[config.mk]
export PLATFORM = sky130hd
export DESIGN_NAME = oven_cook_timer_controller
export DESIGN_NICKNAME = d
export VERILOG_FILES = /design/src/rtl/core/occ_pkg.sv /design/src/rtl/core/oven_cook_timer_controller.sv /design/src/rtl/core/occ_in_stage.sv /design/src/rtl/core/occ_fsm.sv
export SDC_FILE = /design/constraint.sdc
export NUM_CORES = 1
export LEC_CHECK = 0
export BUFFER_PORTS_ARGS = -buffer_cell sky130_fd_sc_hd__buf_4
export CORE_AREA = 4 4 156 158
export DETAILED_ROUTE_END_ITERATION = 8
export DIE_AREA = 0 0 160 162
export PLACE_DENSITY_LB_ADDON = 0.08
export RECOVER_POWER = 25
export REMOVE_ABC_BUFFERS = 1
export SLEW_MARGIN = 20
export SYNTH_ARGS = -nofsm -noshare
export SYNTH_HDL_FRONTEND = slang
export SYNTH_SLANG_ARGS = --single-unit
[constraint.sdc]
create_clock -name clk_i -period 8.35 [get_ports clk_i]
set_input_delay 0.4175 -clock clk_i [delete_from_list [all_inputs] [get_ports clk_i]]
set_output_delay 0.4175 -clock clk_i [all_outputs]
set_load 0.005 [all_outputs]
[src/rtl/core/occ_pkg.sv]
// shared types, codes and digit helpers for the oven cook timer controller
// no dependencies; used by occ_in_stage, occ_fsm and oven_cook_timer_controller
package occ_pkg;

  // held command codes
  localparam logic [3:0] CMD_NONE   = 4'd0;
  localparam logic [3:0] CMD_START  = 4'd1;
  localparam logic [3:0] CMD_TIME   = 4'd2;
  localparam logic [3:0] CMD_CANCEL = 4'd3;
  localparam logic [3:0] CMD_COOK   = 4'd4;
  localparam logic [3:0] CMD_ERROR  = 4'd5;
  localparam logic [3:0] CMD_ALARM  = 4'd6;
  localparam logic [3:0] CMD_FINISH = 4'd7;
  localparam logic [3:0] CMD_HOT    = 4'd8;

  localparam logic [7:0] HOT_THRESHOLD_RESET = 8'd50;
  localparam logic [5:0] SEC_MAX             = 6'd59;

  typedef enum logic [8:0] {
    PH_WELCOME = 9'b000000001,
    PH_TIME    = 9'b000000010,
    PH_TARGET  = 9'b000000100,
    PH_CHECK   = 9'b000001000,
    PH_HEAT    = 9'b000010000,
    PH_WARN    = 9'b000100000,
    PH_CANCEL  = 9'b001000000,
    PH_FINISH  = 9'b010000000,
    PH_ALARM   = 9'b100000000
  } phase_e;

  typedef struct packed {
    logic       start_pressed;
    logic       cancel_pressed;
    logic       door_closed;
    logic       weight_present;
    logic [7:0] temperature;
    logic [6:0] entered_minutes;
    logic [6:0] entered_seconds;
    logic [7:0] entered_target;
    logic       second_tick;
  } item_t;

  // quotient by ten via reciprocal, exact for the whole 8 bit range
  function automatic logic [4:0] div10(input logic [7:0] v);
    logic [15:0] prod;
    prod = 16'(v) * 16'd205;
    return prod[15:11];
  endfunction

  function automatic logic [3:0] mod10(input logic [7:0] v);
    logic [4:0] q;
    logic [7:0] r;
    q = div10(v);
    r = v - 8'(q) * 8'd10;
    return r[3:0];
  endfunction

endpackage

[src/rtl/core/oven_cook_timer_controller.sv]
// path: an accepted item goes through the input register, then the phase machine and result register
// throughput: one item per cycle; the input register stalls only while a result is stalled
// reset: welcome phase, no command, digits and time cleared, hot threshold 50
// depends on occ_pkg, occ_in_stage, occ_fsm
module oven_cook_timer_controller (
  input  logic       clk_i,
  input  logic       rst_ni,
  input  logic       cfg_valid_i,
  output logic       cfg_ready_o,
  input  logic [7:0] cfg_data_i,
  input  logic       in_valid_i,
  output logic       in_stall_o,
  input  logic       start_pressed_i,
  input  logic       cancel_pressed_i,
  input  logic       door_closed_i,
  input  logic       weight_present_i,
  input  logic [7:0] temperature_i,
  input  logic [6:0] entered_minutes_i,
  input  logic [6:0] entered_seconds_i,
  input  logic [7:0] entered_target_i,
  input  logic       second_tick_i,
  output logic       out_valid_o,
  input  logic       out_stall_i,
  output logic [3:0] command_o,
  output logic [3:0] minute_digit_o,
  output logic [3:0] second_tens_o,
  output logic [3:0] second_units_o
);

  occ_pkg::item_t item_in, item_s1;
  logic           s1_valid;
  logic           adv;

  assign cfg_ready_o = 1'b1;

  always_comb begin
    item_in.start_pressed   = start_pressed_i;
    item_in.cancel_pressed  = cancel_pressed_i;
    item_in.door_closed     = door_closed_i;
    item_in.weight_present  = weight_present_i;
    item_in.temperature     = temperature_i;
    item_in.entered_minutes = entered_minutes_i;
    item_in.entered_seconds = entered_seconds_i;
    item_in.entered_target  = entered_target_i;
    item_in.second_tick     = second_tick_i;
  end

  occ_in_stage u_in_stage (
    .clk_i      (clk_i),
    .rst_ni     (rst_ni),
    .in_valid_i (in_valid_i),
    .in_stall_o (in_stall_o),
    .item_i     (item_in),
    .adv_i      (adv),
    .s1_valid_o (s1_valid),
    .item_o     (item_s1)
  );

  occ_fsm u_fsm (
    .clk_i          (clk_i),
    .rst_ni         (rst_ni),
    .cfg_valid_i    (cfg_valid_i),
    .cfg_data_i     (cfg_data_i),
    .s1_valid_i     (s1_valid),
    .item_i         (item_s1),
    .adv_o          (adv),
    .out_valid_o    (out_valid_o),
    .out_stall_i    (out_stall_i),
    .command_o      (command_o),
    .minute_digit_o (minute_digit_o),
    .second_tens_o  (second_tens_o),
    .second_units_o (second_units_o)
  );

endmodule

[src/rtl/core/occ_in_stage.sv]
// input register of the oven cook timer controller: holds one polled item
// depends on occ_pkg (item_t)
module occ_in_stage (
  input  logic          clk_i,
  input  logic          rst_ni,
  input  logic          in_valid_i,
  output logic          in_stall_o,
  input  occ_pkg::item_t item_i,
  input  logic          adv_i,
  output logic          s1_valid_o,
  output occ_pkg::item_t item_o
);

  logic           s1_valid_q, s1_valid_d;
  occ_pkg::item_t item_q;
  logic           take;

  // the register frees up whenever the next stage moves
  assign in_stall_o = s1_valid_q && !adv_i;
  assign take       = in_valid_i && !in_stall_o;
  assign s1_valid_d = in_stall_o ? s1_valid_q : in_valid_i;

  always_ff @(posedge clk_i or negedge rst_ni) begin
    if (!rst_ni) begin
      s1_valid_q <= 1'b0;
    end else begin
      s1_valid_q <= s1_valid_d;
    end
  end

  always_ff @(posedge clk_i) begin
    if (take) begin
      item_q <= item_i;
    end
  end

  assign s1_valid_o = s1_valid_q;
  assign item_o     = item_q;

endmodule

[src/rtl/core/occ_fsm.sv]
// phase machine, cook time counter and result register of the controller
// depends on occ_pkg (codes, phase_e, item_t, digit helpers)
module occ_fsm (
  input  logic           clk_i,
  input  logic           rst_ni,
  input  logic           cfg_valid_i,
  input  logic [7:0]     cfg_data_i,
  input  logic           s1_valid_i,
  input  occ_pkg::item_t item_i,
  output logic           adv_o,
  output logic           out_valid_o,
  input  logic           out_stall_i,
  output logic [3:0]     command_o,
  output logic [3:0]     minute_digit_o,
  output logic [3:0]     second_tens_o,
  output logic [3:0]     second_units_o
);

  occ_pkg::phase_e phase_q, phase_d;
  logic [7:0]  hot_q;
  logic [7:0]  rem_min_q, rem_min_d;   // remaining time kept as minutes : seconds
  logic [5:0]  rem_sec_q, rem_sec_d;
  logic [7:0]  target_q, target_d;
  logic [3:0]  cmd_q, cmd_d;
  logic [11:0] digits_q, digits_d;
  logic        out_valid_q, out_valid_d;
  logic        fire;

  logic [7:0]  norm_min;
  logic [5:0]  norm_sec;
  logic [6:0]  sec_m60, sec_m120;
  logic [4:0]  key_tens;
  logic [4:0]  rem_tens;
  logic        rem_zero;

  assign adv_o       = !(out_valid_q && out_stall_i);
  assign fire        = s1_valid_i && adv_o;
  assign out_valid_d = adv_o ? s1_valid_i : out_valid_q;

  // fold keypad seconds above a minute into the minutes
  assign sec_m60  = item_i.entered_seconds - 7'd60;
  assign sec_m120 = item_i.entered_seconds - 7'd120;
  always_comb begin
    if (item_i.entered_seconds >= 7'd120) begin
      norm_min = {1'b0, item_i.entered_minutes} + 8'd2;
      norm_sec = sec_m120[5:0];
    end else if (item_i.entered_seconds >= 7'd60) begin
      norm_min = {1'b0, item_i.entered_minutes} + 8'd1;
      norm_sec = sec_m60[5:0];
    end else begin
      norm_min = {1'b0, item_i.entered_minutes};
      norm_sec = item_i.entered_seconds[5:0];
    end
  end

  assign key_tens = occ_pkg::div10({1'b0, item_i.entered_seconds});
  assign rem_tens = occ_pkg::div10({2'b0, rem_sec_q});
  assign rem_zero = (rem_min_q == 8'd0) && (rem_sec_q == 6'd0);

  always_comb begin
    phase_d   = phase_q;
    rem_min_d = rem_min_q;
    rem_sec_d = rem_sec_q;
    target_d  = target_q;
    cmd_d     = cmd_q;
    digits_d  = digits_q;
    case (phase_q)
      occ_pkg::PH_TIME: begin
        digits_d  = {occ_pkg::mod10({1'b0, item_i.entered_minutes}),
                     occ_pkg::mod10({3'b0, key_tens}),
                     occ_pkg::mod10({1'b0, item_i.entered_seconds})};
        rem_min_d = norm_min;
        rem_sec_d = norm_sec;
        if ((norm_min != 8'd0) || (norm_sec != 6'd0)) begin
          cmd_d   = occ_pkg::CMD_TIME;
          phase_d = occ_pkg::PH_TARGET;
          if (item_i.cancel_pressed) begin
            cmd_d   = occ_pkg::CMD_CANCEL;
            phase_d = occ_pkg::PH_CANCEL;
          end
        end
      end
      occ_pkg::PH_TARGET: begin
        target_d = item_i.entered_target;
        if (item_i.entered_target != 8'd0) begin
          phase_d = occ_pkg::PH_CHECK;
          if (item_i.cancel_pressed) begin
            cmd_d   = occ_pkg::CMD_CANCEL;
            phase_d = occ_pkg::PH_CANCEL;
          end
        end
      end
      occ_pkg::PH_CHECK: begin
        if (item_i.door_closed && item_i.weight_present) begin
          cmd_d   = occ_pkg::CMD_COOK;
          phase_d = occ_pkg::PH_HEAT;
        end else begin
          cmd_d = occ_pkg::CMD_ERROR;
          if (item_i.cancel_pressed) begin
            cmd_d   = occ_pkg::CMD_CANCEL;
            phase_d = occ_pkg::PH_CANCEL;
          end
        end
      end
      occ_pkg::PH_HEAT: begin
        if (item_i.second_tick) begin
          if (rem_zero) begin
            cmd_d   = occ_pkg::CMD_FINISH;
            phase_d = occ_pkg::PH_FINISH;
          end else if (item_i.temperature > target_q) begin
            cmd_d   = occ_pkg::CMD_ALARM;
            phase_d = occ_pkg::PH_ALARM;
          end else if (item_i.cancel_pressed) begin
            cmd_d   = occ_pkg::CMD_CANCEL;
            phase_d = occ_pkg::PH_CANCEL;
          end else begin
            digits_d = {occ_pkg::mod10(rem_min_q),
                        rem_tens[3:0],
                        occ_pkg::mod10({2'b0, rem_sec_q})};
            if (rem_sec_q == 6'd0) begin
              rem_sec_d = occ_pkg::SEC_MAX;
              rem_min_d = rem_min_q - 8'd1;
            end else begin
              rem_sec_d = rem_sec_q - 6'd1;
            end
            // last second just counted off
            if ((rem_min_q == 8'd0) && (rem_sec_q == 6'd1)) begin
              cmd_d   = occ_pkg::CMD_FINISH;
              phase_d = occ_pkg::PH_FINISH;
            end
          end
        end
      end
      occ_pkg::PH_WARN, occ_pkg::PH_FINISH, occ_pkg::PH_ALARM: begin
        if (phase_q != occ_pkg::PH_WARN) begin
          rem_min_d = 8'd0;
          rem_sec_d = 6'd0;
          target_d  = 8'd0;
          digits_d  = 12'd0;
        end
        if (item_i.temperature >= hot_q) begin
          cmd_d   = occ_pkg::CMD_HOT;
          phase_d = occ_pkg::PH_WARN;
        end else begin
          cmd_d   = occ_pkg::CMD_NONE;
          phase_d = occ_pkg::PH_WELCOME;
        end
      end
      occ_pkg::PH_CANCEL: begin
        rem_min_d = 8'd0;
        rem_sec_d = 6'd0;
        target_d  = 8'd0;
        digits_d  = 12'd0;
        phase_d   = occ_pkg::PH_WELCOME;
      end
      default: begin
        if (item_i.start_pressed) begin
          cmd_d   = occ_pkg::CMD_START;
          phase_d = occ_pkg::PH_TIME;
        end
      end
    endcase
  end

  always_ff @(posedge clk_i or negedge rst_ni) begin
    if (!rst_ni) begin
      phase_q     <= occ_pkg::PH_WELCOME;
      hot_q       <= occ_pkg::HOT_THRESHOLD_RESET;
      rem_min_q   <= 8'd0;
      rem_sec_q   <= 6'd0;
      target_q    <= 8'd0;
      cmd_q       <= occ_pkg::CMD_NONE;
      digits_q    <= 12'd0;
      out_valid_q <= 1'b0;
    end else begin
      out_valid_q <= out_valid_d;
      if (cfg_valid_i) begin
        hot_q <= cfg_data_i;
      end
      if (fire) begin
        phase_q   <= phase_d;
        rem_min_q <= rem_min_d;
        rem_sec_q <= rem_sec_d;
        target_q  <= target_d;
        cmd_q     <= cmd_d;
        digits_q  <= digits_d;
      end
    end
  end

  // the held command and digits double as the result register
  assign out_valid_o    = out_valid_q;
  assign command_o      = cmd_q;
  assign minute_digit_o = digits_q[11:8];
  assign second_tens_o  = digits_q[7:4];
  assign second_units_o = digits_q[3:0];

  a_sec_range: assert property (@(posedge clk_i) disable iff (!rst_ni)
    rem_sec_q <= occ_pkg::SEC_MAX)
    else $error("remaining seconds out of range");

  a_heat_cmd: assert property (@(posedge clk_i) disable iff (!rst_ni)
    (phase_q == occ_pkg::PH_HEAT) |-> (cmd_q == occ_pkg::CMD_COOK))
    else $error("heating without cook command");

  a_warn_cmd: assert property (@(posedge clk_i) disable iff (!rst_ni)
    (phase_q == occ_pkg::PH_WARN) |-> (cmd_q == occ_pkg::CMD_HOT))
    else $error("warning without hot command");

  a_cancel_cmd: assert property (@(posedge clk_i) disable iff (!rst_ni)
    (phase_q == occ_pkg::PH_CANCEL) |-> (cmd_q == occ_pkg::CMD_CANCEL))
    else $error("cancel phase without cancel command");

  a_hold_state: assert property (@(posedge clk_i) disable iff (!rst_ni)
    (out_valid_q && out_stall_i) |=> $stable(cmd_q) && $stable(digits_q))
    else $error("result changed while stalled");

endmodule

==> results.tsv, run 1 <==
metric	value	unit
Root Driver	clkbuf_16	
remaining antenna violation count after routing	0	
HPWL Detailed	16610	µm
Max Root-Sink Buffers	2	
WL per Instance	16.30	µm
Slowest Stage Delay on Critical Path	0.54	ns
Placeable Area	0.02312	mm²
Worst Path Max Fanout	8	
routability congestion estimate	0.8285	
first-pass GRT wire length	34660	µm
postcts setup bufs	0	
final core occ	43.70	%
synthesis-stage register bit count	92	
share of the synthesized area in the top cell type	25.03	%
largest net degree at the start of global routing	58	
Hold Fails Final Rpt	0	
area grow syn2layout	11.67	%
top-count cell post-synth	ha_1	
Syn. warnings	0	
Slew Viols, Final	58	
ys async rst share	61.96	%
leading area contributor after synthesis	ha_1	
worst path arrival time	7.03	ns
gr ovfl total	0	
initial antenna violation count	0	
Setup TNS Final	0	ns
type of the worst setup path	reg -> reg	
Worst Tran Pin Value	3.304	ns
synthesized instance count	911	
Die ar.	0.02592	mm²
max-cap viol count	1	
status	complete, but fails checks	
Worst Hold Class	in -> reg	
Top-Level Pins	67	
GR Util All Layers	16.46	%
area of the mapped netlist	0.009049	mm²
via count	6461	
syn_area_per_cell	9.933	µm²
worst skew pair latency	0.36	ns
Nets	1235	
H-tree Lvls	3	
num rows	56	
Startpoint Class	flop	
IO buf count	65	
DRC	0	
final setup violation count	0	
ant diodes	0	
# fillers	2336	
most frequent cells after synthesis	181 x ha_1, 139 x inv_1, 60 x nand2_1	
Initial Util	39.13	%
Post-CTS Resized	0	
Tmin final	6.766	ns
share of layout cells above drive strength 1	12.92	%
worst hold margin	0.2507	ns
Post-synth EDFFs	35	
FMAX	147.8	MHz
Die Y	162	µm
slew margin rel.	-120.3	%
Tcrit/Tclk final	81.03	%
RSZ-0062 raised after global routing	false	
post-layout instance count excluding filler cells	1265	
post-synthesis sequential area ratio	27.43	%
Synth cell types	92	
clock slew at reported path FFs	0.08	ns
Sink Count	92	
Slowest cell on crit path	edfxtp_1	
Clock Skews	0.005265	ns
vias in the first global route	6788	
Die X	160	µm
Data required, critical path	8.61	ns
via/cell ratio	5.108	
Post-CTS Hold Fix Bufs	0	
TritonCTS clock tree	built	
Most used DFF post-synth	dfrtp_1	
dpl cells	1249	
1st-pass router iterations	5	
Area contributors post-synth	ha_1 25%, dfrtp_1 15%, edfxtp_1 12%	
crit end category	flop	
CTS Buf Count	9	
crit-path most repeated cell	ha_1	
violated checks	max-capacitance violations, max-slew violations	
WL final	20620	µm
DRT iter0 DRCs	273	
==> kinds of logic after synthesis <==
logic type / count (synthesis) / share of synthesized area, %
XOR/XNOR: 49 / 4.978
buffers and inverters: 160 / 7.218
multiplexers: 16 / 2.212
flip-flops: 92 / 27.43
other: 1 / 0.04144
AO/OA/AOI/OAI: 182 / 14.08
adder cells (fa/ha/maj): 217 / 32.99
AND/OR/NAND/NOR: 194 / 11.05
==> worst max-delay path, delay by kind of cell (launching register included) <==
family	cells	cell delay (ns)
compound gates	8	1.59
xor+xnor	4	0.67
fa+ha+maj	9	2.74
buf+inv	4	0.41
flops	1	0.54
simple gates	5	0.71
==> cell type report <==
class / instances / area, µm² / area share, %
multi-input combinational: 659 / 5922 / 58.61
sequential: 92 / 2482 / 24.57
inverter: 139 / 521.8 / 5.163
timing repair buffer: 69 / 514.2 / 5.089
tap: 290 / 362.8 / 3.591
clock buffer: 9 / 225.2 / 2.229
clock inverter: 7 / 76.32 / 0.7553
==> path summary, 6_finish.rpt <==
| kind | startpoint | end | slack (ns) | cells past startpoint |
|---|---|---|---|---|
| worst max-delay path | u_in_stage.item_o[11] | u_fsm.digits_q[7] | 1.58 | 30 |
| worst min-delay path | entered_target_i[0] | u_in_stage.item_o[1] | 0.25 | 1 |
| worst max register to register | u_in_stage.item_o[11] | u_fsm.digits_q[7] | 1.58 | 30 |
| worst min register to register | u_fsm.digits_q[1] | u_fsm.digits_q[1] | 0.47 | 2 |
| max in group asynchronous | rst_ni | u_fsm.digits_q[4] | 5.33 | 1 |
| min in group asynchronous | rst_ni | u_fsm.out_valid_o | 1.15 | 1 |
==> registers in the layout, indices dropped and copies added, names as in the netlist <==
| signal | flops |
|---|---|
| u_in_stage.item_o | 35 |
| u_fsm.digits_q | 12 |
| u_fsm.phase_q | 9 |
| u_fsm.hot_q | 8 |
| u_fsm.rem_min_q | 8 |
| u_fsm.target_q | 8 |
| u_fsm.rem_sec_q | 6 |
| u_fsm.command_o | 4 |
| u_fsm.out_valid_o | 1 |
| u_in_stage.s1_valid_o | 1 |
==> placed cells by master (no fill, tap or decap), types with 7 or more instances in the layout <==
master and n:
clkbuf_16 9, ha_1 181, clkbuf_4 35, o21ai_0 47, nor2_1 41, nor3_1 16
fa_1 36, xor2_1 10, a31oi_1 9, xnor2_1 37, nand3_1 19, buf_4 33
mux2_4 7, dfrtp_1 53, nand2_1 60, a21oi_1 36, inv_1 139, edfxtp_1 35
nand4_1 8, o21ai_1 8
==> routing by layer <==
| metal | up-vias | GRT usage [%] | part of all wire (%) |
|---|---|---|---|
| met4 | 0 | 4.732 | 1.4 |
| met1 | 3045 | 24.49 | 52 |
| met3 | 15 | 1.548 | 2.0 |
| met5 | - | 0 | 0 |
| li1 | 3323 | - | - |
| met2 | 78 | 25.59 | 44 |
==> per-stage QoR <==
stage | area (µm²) | worst slack [ns]
finish | 10100 | 1.584
global route | 10100 | 0.9256
floorplan | 8917 | 2.070
detailed placement | 9807 | 1.573
global placement | 9807 | 1.680
CTS | 10110 | 1.535
Power of run 1 is not shown: default switching activity piles up to over one toggle a cycle in this logic, so the estimate is an artifact.
==> run 2: changes to the inputs <==
==> constraint.sdc (replaced) <==
create_clock -name clk_i -period 6.97 [get_ports clk_i]
set_input_delay 0.3485 -clock clk_i [delete_from_list [all_inputs] [get_ports clk_i]]
set_output_delay 0.3485 -clock clk_i [all_outputs]
set_load 0.005 [all_outputs]
==> results.tsv, run 2 (synthesis gave the netlist of run 1 again) <==
metric	value	unit	change
Tcrit/Tclk final	92.67	%	was 81.03%
Slowest cell on crit path	edfxtp_1		unchanged
Final Instance Area	0.01017	mm²	was 0.01010 mm²
max-cap viol count	1		unchanged
1st-pass router iterations	4		was 5
Post-CTS Resized	0		unchanged
status	complete, but fails checks		unchanged
area of the multi-input gates	0.005954	mm²	was 0.005922 mm²
Hold Fails Final Rpt	0		unchanged
final setup violation count	0		unchanged
WHS Endpoint	u_in_stage.item_o[1]		unchanged
Post-CTS Hold Fix Bufs	0		unchanged
DRC	0		unchanged
Worst Path Max Fanout	6		was 8
met2 WL	9180	µm	was 9171 µm
R2R depth	28		was 30
RSZ-0062 raised after global routing	false		unchanged
IO buf count	65		unchanged
largest net degree at the start of global routing	58		unchanged
type of the worst setup path	reg -> reg		unchanged
num rows	56		unchanged
Slew Viols, Final	58		unchanged
remaining antenna violation count after routing	0		unchanged
Startpoint Class	flop		unchanged
most common cell after layout, fill and taps aside	ha_1		unchanged
critical hold path startpoint	entered_target_i[0]		unchanged
Initial Util	39.13	%	unchanged
share of layout cells above drive strength 1	13.78	%	was 12.92%
CTS Buf Count	9		unchanged
DRT iter0 DRCs	282		was 273
FF-to-FF setup slack	0.51	ns	was 1.58 ns
Placement Cell Area	0.009844	mm²	was 0.009807 mm²
area grow syn2layout	12.45	%	was 11.67%
Nets	1240		was 1235
Clock Skews	0.01289	ns	was 0.005265 ns
GR Util All Layers	16.57	%	was 16.46%
postcts setup bufs	0		unchanged
H-tree Lvls	3		unchanged
Setup TNS Final	0	ns	unchanged
Worst Tran Pin Value	3.334	ns	was 3.304 ns
routability congestion estimate	0.8259		was 0.8285
gr ovfl total	0		unchanged
WL final	20620	µm	unchanged
crit end category	flop		unchanged
FMAX	154.8	MHz	was 147.8 MHz
vias in the first global route	6697		was 6788
WL per Instance	16.24	µm	was 16.30 µm
Worst Hold Class	in -> reg		unchanged
via/cell ratio	5.147		was 5.108
reg-to-reg endpoint	u_fsm.digits_q[7]		unchanged
initial antenna violation count	0		unchanged
worst skew pair latency	0.36	ns	about the same
DR WL met3	546	µm	was 416 µm
clock slew at reported path FFs	0.08	ns	about the same
Max Root-Sink Buffers	2		unchanged
M1 wire length	10590	µm	was 10730 µm
Tmin final	6.459	ns	was 6.766 ns
ant diodes	0		unchanged
Placeable Area	0.02312	mm²	unchanged
HPWL Detailed	16560	µm	was 16610 µm
slew margin rel.	-122.2	%	was -120.3%
max reg flops	35		unchanged
Data required, critical path	7.23	ns	was 8.61 ns
worst path arrival time	6.72	ns	was 7.03 ns
Die ar.	0.02592	mm²	unchanged
Die Y	162	µm	unchanged
commonest cells after routing, fill and taps aside	181 x ha_1, 138 x inv_1, 60 x nand2_1		was 181 x ha_1, 139 x inv_1, 60 x nand2_1
Top-Level Pins	67		unchanged
worst hold margin	0.1764	ns	was 0.2507 ns
Worst R2R Start	u_in_stage.item_o[14]		was u_in_stage.item_o[11]
via count	6537		was 6461
# fillers	2282		was 2336
Die X	160	µm	unchanged
Slowest Stage Delay on Critical Path	0.49	ns	was 0.54 ns
DR top layer	met4		unchanged
Root Driver	clkbuf_16		unchanged
first-pass GRT wire length	34820	µm	was 34660 µm
violated checks	max-capacitance violations, max-slew violations		unchanged
register area	0.002482	mm²	unchanged
crit-path most repeated cell	ha_1		unchanged
worst hold path stage count	1		unchanged
Sink Count	92		unchanged
post-layout instance count excluding filler cells	1270		was 1265
dpl cells	1254		was 1249
TritonCTS clock tree	built		unchanged
==> run 2: area by class of cell <==
cell class	instances	area share [%]
Tap cell	290	3.566
Clock inverter	7	0.7501
Timing Repair Buffer	74	5.423
Clock buffer	9	2.213
Multi-Input combinational cell	659	58.52
Inverter	139	5.128
Sequential cell	92	24.40
==> run 2: worst max-delay path, delay by kind of cell (launching register included) <==
kind / cells / cell delay, ns
AND/OR/NAND/NOR: 4 / 0.61
buffers and inverters: 3 / 0.19
XOR/XNOR: 4 / 0.64
AO/OA/AOI/OAI: 8 / 1.48
flip-flops: 1 / 0.49
adder cells (fa/ha/maj): 9 / 2.94
==> run 2: worst max-delay path by stage <==
stage                          start                 to  cells past startpoint
3_5_place_dp   u_in_stage.item_o[11]  u_fsm.digits_q[7]                     28
3_3_place_gp   u_in_stage.item_o[11]  u_fsm.digits_q[7]                     28
2_1_floorplan  u_in_stage.item_o[15]  u_fsm.digits_q[7]                     27
6_report       u_in_stage.item_o[14]  u_fsm.digits_q[7]                     28
4_1_cts        u_in_stage.item_o[11]  u_fsm.digits_q[7]                     28
5_1_grt        u_in_stage.item_o[11]  u_fsm.digits_q[7]                     28
==> run 2: stage by stage <==
stage	worst slack, ns	util (%)
floorplan	0.6896	-
CTS	0.2547	43.88
detailed placement	0.2881	42.58
global placement	0.3711	42.58
finish	0.5110	44.00
global route	0.01283	44.00
==> run 2: per-layer routing <==
layer	track usage, %	vias to the layer above
li1	-	3334
met1	24.31	3101
met2	25.99	87
met3	2.005	15
met4	4.419	0
met5	0	-
Power of run 2 is left out for the same reason.
==> run 3: changes to the inputs <==
--- a/config.mk
+++ b/config.mk
@@ -6,9 +6,9 @@
 export NUM_CORES = 1
 export LEC_CHECK = 0
 export BUFFER_PORTS_ARGS = -buffer_cell sky130_fd_sc_hd__buf_4
-export CORE_AREA = 4 4 156 158
+export CORE_AREA = 4 4 143 172
 export DETAILED_ROUTE_END_ITERATION = 8
-export DIE_AREA = 0 0 160 162
+export DIE_AREA = 0 0 147 176
 export PLACE_DENSITY_LB_ADDON = 0.08
 export RECOVER_POWER = 25
 export REMOVE_ABC_BUFFERS = 1
==> constraint.sdc (replaced) <==
create_clock -name clk_i -period 6.97 [get_ports clk_i]
set_input_delay 0 -clock clk_i [delete_from_list [all_inputs] [get_ports clk_i]]
set_output_delay 0 -clock clk_i [all_outputs]
set_load 0.005 [all_outputs]
==> results.tsv, run 3 (synthesis gave the netlist of run 1 again) <==
metric	value	unit	change
Nets	1308		was 1240
ant diodes	0		unchanged
Setup TNS Final	0	ns	unchanged
Max Root-Sink Buffers	2		unchanged
via count	6771		was 6537
Tcrit/Tclk final	91.68	%	was 92.67%
status	complete, but fails checks		unchanged
initial antenna violation count	0		unchanged
routability congestion estimate	0.8080		was 0.8259
violated checks	max-capacitance violations, max-slew violations		unchanged
PD cells	500.0	mW/mm²	
Top-Level Pins	67		unchanged
slew margin rel.	-122.2	%	about the same
remaining antenna violation count after routing	0		unchanged
area of the multi-input gates	0.005954	mm²	unchanged
area grow syn2layout	20.13	%	was 12.45%
Clock Skews	0.01509	ns	was 0.01289 ns
WL final	21000	µm	was 20620 µm
post-layout instance count excluding filler cells	1363		was 1270
HPWL Detailed	16670	µm	was 16560 µm
1st-pass router iterations	5		was 4
max-cap viol count	1		unchanged
setup ws final	0.5798	ns	was 0.5110 ns
Slowest Stage Delay on Critical Path	0.47	ns	was 0.49 ns
FMAX	156.5	MHz	was 154.8 MHz
Tmin final	6.390	ns	was 6.459 ns
dpl cells	1281		was 1254
Placeable Area	0.02297	mm²	was 0.02312 mm²
max reg flops	35		unchanged
first-pass GRT wire length	36240	µm	was 34820 µm
DRC	0		unchanged
crit-path most repeated cell	ha_1		unchanged
share of layout cells above drive strength 1	13.36	%	was 13.78%
Die ar.	0.02587	mm²	was 0.02592 mm²
Max VDD drop	0.5947	mV	
Die X	147	µm	was 160 µm
Worst Hold Class	in -> reg		unchanged
Leak	5.221	nW	
type of the worst setup path	reg -> reg		unchanged
DRT iter0 DRCs	364		was 282
Worst Path Max Fanout	5		was 6
WL per Instance	15.41	µm	was 16.24 µm
Slew Viols, Final	58		unchanged
num rows	61		was 56
pre-CTS WS	0.2543	ns	was 0.2881 ns
gr ovfl total	0		unchanged
Sink Count	92		unchanged
final setup violation count	0		unchanged
clock slew at reported path FFs	0.08	ns	about the same
via/cell ratio	4.968		was 5.147
Die Y	176	µm	was 162 µm
H-tree Lvls	3		unchanged
Worst Tran Pin Value	3.332	ns	was 3.334 ns
Root Driver	clkbuf_16		unchanged
crit end category	flop		unchanged
Hold Fails Final Rpt	0		unchanged
Initial Util	39.39	%	was 39.13%
most common cell after layout, fill and taps aside	ha_1		unchanged
vias in the first global route	7041		was 6697
RSZ-0062 raised after global routing	false		unchanged
largest net degree at the start of global routing	58		unchanged
Final Instance Area	0.01087	mm²	was 0.01017 mm²
CTS Buf Count	9		unchanged
Placement Cell Area	0.009891	mm²	was 0.009844 mm²
TritonCTS clock tree	built		unchanged
commonest cells after routing, fill and taps aside	181 x ha_1, 139 x inv_1, 62 x dlygate4sd3_1		was 181 x ha_1, 138 x inv_1, 60 x nand2_1
worst skew pair latency	0.36	ns	about the same
Slowest cell on crit path	fa_1		was edfxtp_1
GR Util All Layers	17.13	%	was 16.57%
register area	0.002482	mm²	unchanged
Data required, critical path	7.17	ns	was 7.23 ns
IO buf count	65		unchanged
Startpoint Class	flop		unchanged
worst path arrival time	6.59	ns	was 6.72 ns
# fillers	2203		was 2282
## run 3: cell count changes in the layout (fill, tap and decap cells not counted)
cell / change
dlygate4sd3_1: +62
inv_2: -1
inv_1: +1
clkinv_4: -1
buf_4: -4
clkinvlp_4: +1
clkbuf_4: +10
## run 3: cell type report
| type | instances | share of cell area (%) |
|---|---|---|
| clock inverter | 7 | 0.6906 |
| timing repair buffer | 142 | 11.20 |
| tap | 315 | 3.626 |
| multi-input combinational | 659 | 54.78 |
| inverter | 139 | 4.800 |
| clock buffer | 9 | 2.072 |
| sequential | 92 | 22.84 |
## run 3: power breakdown
group	leakage, nW	switching (mW)	internal, mW
registers	1.03	0.139	0.697
logic	4.04	2.19	1.90
clock network	0.145	0.254	0.257
total	5.22	2.58	2.86
## run 3: critical path: cells and delay by family (launching register included)
| family | cells | cell delay [ns] |
|---|---|---|
| AND/OR/NAND/NOR | 4 | 0.61 |
| XOR/XNOR | 4 | 0.70 |
| buffers and inverters | 3 | 0.17 |
| AO/OA/AOI/OAI | 8 | 1.38 |
| adder cells (fa/ha/maj) | 9 | 2.94 |
| flip-flops | 1 | 0.44 |
## run 3: metrics by stage
stage	util [%]	hold slack, ns	total power, mW
2_1_floorplan	-	-0.2956	3.985
3_3_place_gp	43.05	0.1402	4.995
3_5_place_dp	43.05	0.1383	4.965
4_1_cts	47.06	0.2915	5.552
5_1_grt	47.32	0.3533	6.265
6_report	47.32	0.3704	5.435
## run 3: final timing paths
path / slack, ns / cells after the start / to / from
min in group asynchronous: 1.31 / 2 / u_fsm.phase_q[5] / rst_ni
min: 0.37 / 2 / u_in_stage.item_o[24] / temperature_i[1]
max in group asynchronous: 3.79 / 2 / u_fsm.rem_sec_q[2] / rst_ni
min reg2reg: 0.47 / 2 / u_fsm.digits_q[1] / u_fsm.digits_q[1]
max reg2reg: 0.58 / 28 / u_fsm.digits_q[7] / u_in_stage.item_o[14]
max: 0.58 / 28 / u_fsm.digits_q[7] / u_in_stage.item_o[14]
## run 3: routing by layer
metal  routed length, µm  GRT usage [%]  vias up  part of all wire, %
met3                 455          1.746       12                  2.2
li1                    -              -     3456                    -
met1               10100          23.77     3214                   48
met4                 216          3.691        0                  1.0
met5                   0              0        -                    0
met2               10230          29.16       89                   49
## run 3: what timing repair did
| action | in CTS | in global routing |
|---|---|---|
| setup buffers | 0 | 4 |
| resized for setup | 0 | 6 |
| hold endpoints to repair | 98 | 0 |
| endpoints found under the setup margin | 0 | 2 |
| hold buffers | 62 | 0 |
Power figures use the tool's default switching activity.
